===== config.mk =====
export PLATFORM = sky130hd
export DESIGN_NAME = igs_cell
export DESIGN_NICKNAME = d
export VERILOG_FILES = /design/src/igs_pkg.sv /design/src/igs_cell.sv
export SDC_FILE = /design/constraint.sdc
export NUM_CORES = 1
export LEC_CHECK = 0
export BUFFER_PORTS_ARGS = -buffer_cell sky130_fd_sc_hd__buf_2
export CORE_MARGIN = 8
export CORE_UTILIZATION = 45
export DETAILED_ROUTE_END_ITERATION = 6
export PLACE_DENSITY = 0.79
export SYNTH_ARGS = -nofsm -noshare
export SYNTH_HDL_FRONTEND = slang
export SYNTH_SLANG_ARGS = --single-unit

===== constraint.sdc =====
create_clock -name clk -period 3.7 [get_ports clk]
set_clock_uncertainty 0.15 [all_clocks]
set_input_delay 0.555 -clock clk [delete_from_list [all_inputs] [get_ports clk]]
set_output_delay 0.555 -clock clk [all_outputs]
set_load 0.03 [all_outputs]

===== src/igs_pkg.sv =====
// package: shared constants, types and compare function of the group sorter
package igs_pkg;

    localparam int DATA_W        = 32;
    localparam int MAX_ITEMS_DEF = 64;

    // control broadcast from the top level to every cell
    typedef struct packed {
        logic insert;
        logic drain;
    } chain_ctrl_t;

    // signed less-than on two's complement words
    function automatic logic value_less(input logic [DATA_W-1:0] a,
                                        input logic [DATA_W-1:0] b);
        value_less = $signed(a) < $signed(b);
    endfunction

endpackage


===== src/igs_cell.sv =====
// one cell of the insertion chain: holds one value and its valid bit
module igs_cell (
    input  logic                           clk,
    input  logic                           rst_n,
    input  igs_pkg::chain_ctrl_t           ctrl,
    input  logic [igs_pkg::DATA_W-1:0]     new_val,
    input  logic [igs_pkg::DATA_W-1:0]     prev_val,
    input  logic                           prev_valid,
    input  logic                           prev_shift,
    input  logic [igs_pkg::DATA_W-1:0]     next_val,
    input  logic                           next_valid,
    output logic [igs_pkg::DATA_W-1:0]     val,
    output logic                           valid,
    output logic                           shift
);

    logic [igs_pkg::DATA_W-1:0] val_reg;
    logic [igs_pkg::DATA_W-1:0] val_next;
    logic                       valid_reg;
    logic                       valid_next;

    // empty cells count as larger than any value, equal values stay ahead
    assign shift = !valid_reg || igs_pkg::value_less(new_val, val_reg);

    // insert: displaced cells take the left neighbor, the first one takes the new value
    // drain: every cell takes its right neighbor
    always_comb
    begin
        val_next   = val_reg;
        valid_next = valid_reg;
        if (ctrl.insert && shift)
        begin
            val_next   = prev_shift ? prev_val : new_val;
            valid_next = prev_shift ? prev_valid : 1'b1;
        end
        else if (ctrl.drain)
        begin
            val_next   = next_val;
            valid_next = next_valid;
        end
    end

    // valid bit
    always_ff @(posedge clk or negedge rst_n)
    begin
        if (!rst_n)
            valid_reg <= 1'b0;
        else
            valid_reg <= valid_next;
    end

    // held value
    always_ff @(posedge clk)
    begin
        val_reg <= val_next;
    end

    assign val   = val_reg;
    assign valid = valid_reg;

endmodule


* Yosys cells after proc, flatten, opt, wreduce, memory -nomap -nowiden
Index checks and enable logic that the tools add are counted.
Operators by class: reductions and logical operators 4, multiplexer cells 6, order comparisons 1
Operator list (count):
- 2-to-1 mux 32 bit | 3
- less-than comparator 32 bit | 1
- 2-to-1 mux 1 bit | 3
- nonzero test 2 bit | 1
- logical AND 1 bit | 1
- logical NOT 1 bit | 1
- logical OR 1 bit | 1
Word-level totals: bits in registers 33, input port bits 103, logic and storage cells 13, output and inout bits 34

* Longest topological paths before layout
word-level depth 4, mapped depth 9, mapped depth without buffers 8

* Worst setup path after synthesis
Ideal clock, no wire load.
path kind register to register, from register val_reg (netlist bit val[31]), to register val_reg (netlist bit val[0]), enable pin, period minus slack after synthesis 3.327 ns, data required time 3.175 ns, path slack 0.373 ns, arrival 2.803 ns, buffers on the path 1, setup time 0.375 ns, stages on the path, launching flop included 10, cell sequence edfxtp_1 -> inv_1 -> ha_1 -> nand4_1 -> nor2_1 -> a221oi_1 -> nand3_1 -> o311ai_4 -> buf_8 -> or2_2
On the way: word-level cells in the longest chain between the ends 4
Ends and longest elaborated chain:
- start: declaration | line igs_cell.sv:17 | logic [igs_pkg::DATA_W-1:0] val_reg;
- start signal: assignment | line igs_cell.sv:55 | val_reg <= val_next;
- less-than comparator 32 bit | line igs_pkg.sv:16 | value_less = $signed(a) < $signed(b);
- logical OR 1 bit | line igs_cell.sv:23 | assign shift = !valid_reg || igs_pkg::value_less(new_val, val_reg);
- logical AND 1 bit | line igs_cell.sv:31 | if (ctrl.insert && shift)
- nonzero test 2 bit (no source line)
No other way between the ends. A chain may end at the register's enable or synchronous reset.

* Worst setup path after layout
from register val_reg (netlist bit val[31]), to output shift
On the way: word-level cells in the longest chain between the ends 2
Ends and longest elaborated chain:
- less-than comparator 32 bit | line igs_pkg.sv:16
- logical OR 1 bit | line igs_cell.sv:23
- end: declaration | line igs_cell.sv:14 | output logic shift
No other way between the ends.

==> results.yml <==
power_and_ir_drop:
  ir_drop_uv: 269
  p_clk_share_pct: 14.7
  power_density_nw_per_um2: 651
  p_sw_share_pct: 41.5
  p_int_uw: 1390
  p_switching_uw: 983
  combPwrFrac_pct: 56.6
  p_leak_uw: 0.00184
  seqPwrFrac_pct: 28.6
sta:
  finalCritPeriodShare_pct: 88.0
  fin_setup_tns_ns: 0
  fmax_ghz: 0.307
  worst_pin_slew_ns: 0.776
  hold_viol: 0
  period_minus_slack_ns: 3.26
  setup_viol: 0
  slew_headroom_pct: 48.3
  hold_slack_ns: 0.382
  slew_violations: 0
  rsz0062_at_grt: "false"
place:
  place_congestion: 0.741
  hpwlAfterDp_mm: 6.14
  place_area_um2: 3520
  io_buffer_count: 136
floorplanning:
  num_io_pins: 137
  die_w_um: 94.4
  die_height_um: 94.4
  dieArea_um2: 8910
  start_util_pct: 46.7
  rows: 28
  core-area_um2: 5920
routing:
  num_vias: 2234
  drt-initial-drc-count: 87
  vias_per_cell: 5.01
  dr.pass1.iters: 4
  routedWlPerCell_um: 16.4
  drc: 0
  drt_wl_total_mm: 7.31
  final_antenna_net_count: 0
synthesis:
  ys_seq_area_share_pct: 35.6
  synth_edf_count: 32
  netlist_area_um2: 2770
  ys_top_cells_by_area: "edfxtp_1, mux2_4, mux2_2"
  synth_top_flop_cell: "edfxtp_1"
  yosysWarnings: 0
  synth_cell_types: 29
  syn_inst: 230
  yosysMostFrequentCell: "mux2_2"
  netlist.top_cell.by_area: "edfxtp_1"
  synth_common_cells: "mux2_2, inv_1, edfxtp_1, ha_1, mux2_4"
  yosys_register_bits: 33
  avgSynthCellArea_um2: 12.0
  ys_async_sr_fraction_pct: 3.03
  synthesis.nets: 364
  synth_top_cell_area_share_pct: 34.7
clock_tree:
  clkSinkCount: 33
  cts_tree: "yes"
  clk_pin_slew_ns: 0.07
  numCtsBuffers: 5
  insertion_delay_ns: 0.28
  root_buffer: "clkbuf_8"
  post_cts_buffers: 0
  clock_path_buffers: 2
  cts.htree.levels: 2
setup_path:
  crit_start: "val[31]"
  crit_end: "shift"
  reg2reg_setup_slack_ns: 0.48
  r2r-end: "val[22]"
  rr_startpoint: "val[31]"
  crit_fanout: 6
  reg2reg_depth: 10
  critPathArrivalTime_ns: 2.55
  worstSetupEndpointType: "primary output"
  critical_path_class: "register to primary output"
  crit_required_ns: 2.99
  cp-start-kind: "register"
layout:
  seqCellArea_um2: 986
  syn2layout_area_growth_pct: 31.7
  diodes: 0
  n_fill_cell: 505
  largest_reg_flops: 32
  final_nets: 504
  post-route-util_pct: 61.5
  fin_area_um2: 3640
  multi_input_area_um2: 1600
  drive_gt1_share_pct: 58.2
outcome:
  outcome: "completed"
global_route:
  antenna_found_initial: 0
  grt_pass1_wl_mm: 11.6
  grt_usage_pct: 16.5
  grt_max_degree: 34
  grt_pass1_vias: 2518
  overflow: 0
job:
  cap_violations: 0
worst_hold_path:
  min_path_type: "primary input to register"
[worst min path at each step]
stage | start | endpoint | slack, ns | depth (start not counted)
2_1_floorplan | rst_n | valid | 0.11 | 0
3_3_place_gp | rst_n | valid | 0.18 | 1
3_5_place_dp | rst_n | valid | 0.18 | 1
4_1_cts | prev_valid | valid | 0.39 | 3
6_report | prev_valid | valid | 0.38 | 3
5_1_grt | prev_valid | valid | 0.40 | 3
[critical path, cell delays in order, from the launching register on]
cell	delay (ns)
edfxtp_1	0.35
inv_1	0.04
ha_1	0.38
nand4_1	0.19
nor4_2	0.42
nand2_1	0.11
o22ai_2	0.27
nor3_1	0.06
o21ai_0	0.20
buf_2	0.24
[through the flow]
step                setup slack (ns)  std cells  power, µW
finish                         0.443        446       2370
global route                   0.227        446       2550
CTS                            0.423        446       2400
detailed placement             0.163        437       2050
global placement               0.331        437       2000
floorplan                      0.373        230       1710
[power by group through the flow]
stage | logic, µW | registers, µW | clock network, µW
finish | 1340 | 679 | 350
global route | 1480 | 701 | 370
CTS | 1370 | 683 | 355
detailed placement | 1360 | 690 | 0
global placement | 1320 | 683 | 0
floorplan | 731 | 974 | 0
[logic make-up after synthesis]
group / share of synthesized area, %
muxes: 30.6
buffers and inverters: 6.65
DFF: 35.6
adders and majority gates: 14.0
and+or+nand+nor: 5.92
AOI/OAI and AO/OA: 7.19
[repair_timing]
action | 4_1_cts | 5_1_grt
endpoints found under the hold margin | 1 | 0
resized for setup | 0 | 0
hold buffers | 1 | 0
[routing by layer]
layer | vias to the layer above | global-route usage, % | wire [µm]
li1 | 1118 | - | -
met1 | 1019 | 17.9 | 2720
met2 | 88 | 29.6 | 3750
met3 | 9 | 6.19 | 748
met4 | 0 | 4.10 | 84
met5 | - | 0 | 0
[layout make-up]
| type | instances | share of cell area (%) |
|---|---|---|
| inverters | 33 | 3.40 |
| well taps | 75 | 2.58 |
| clock buffers | 7 | 2.37 |
| repair buffers | 140 | 19.9 |
| multi-input cells | 157 | 43.8 |
| flip-flops and latches | 33 | 27.1 |
| clock inverters | 1 | 0.824 |
[cells in the final DEF (no fill, tap or decap), drive strengths merged]
| master | instances |
|---|---|
| a2111o | 1 |
| a211oi | 1 |
| a21oi | 14 |
| a221oi | 1 |
| a311o | 1 |
| and4 | 1 |
| buf | 139 |
| bufinv | 1 |
| clkbuf | 7 |
| dfrtp | 1 |
| dlygate4sd3 | 1 |
| edfxtp | 32 |
| ha | 31 |
| inv | 33 |
| mux2 | 64 |
| mux2i | 2 |
| nand2 | 14 |
| nand2b | 3 |
| nand3 | 2 |
| nand4 | 4 |
| nor2 | 3 |
| nor2b | 1 |
| nor3 | 1 |
| nor4 | 1 |
| o21a | 1 |
| o21ai | 8 |
| o22ai | 1 |
| o311ai | 1 |
| or2 | 1 |
(Power assumes the default switching activity.)
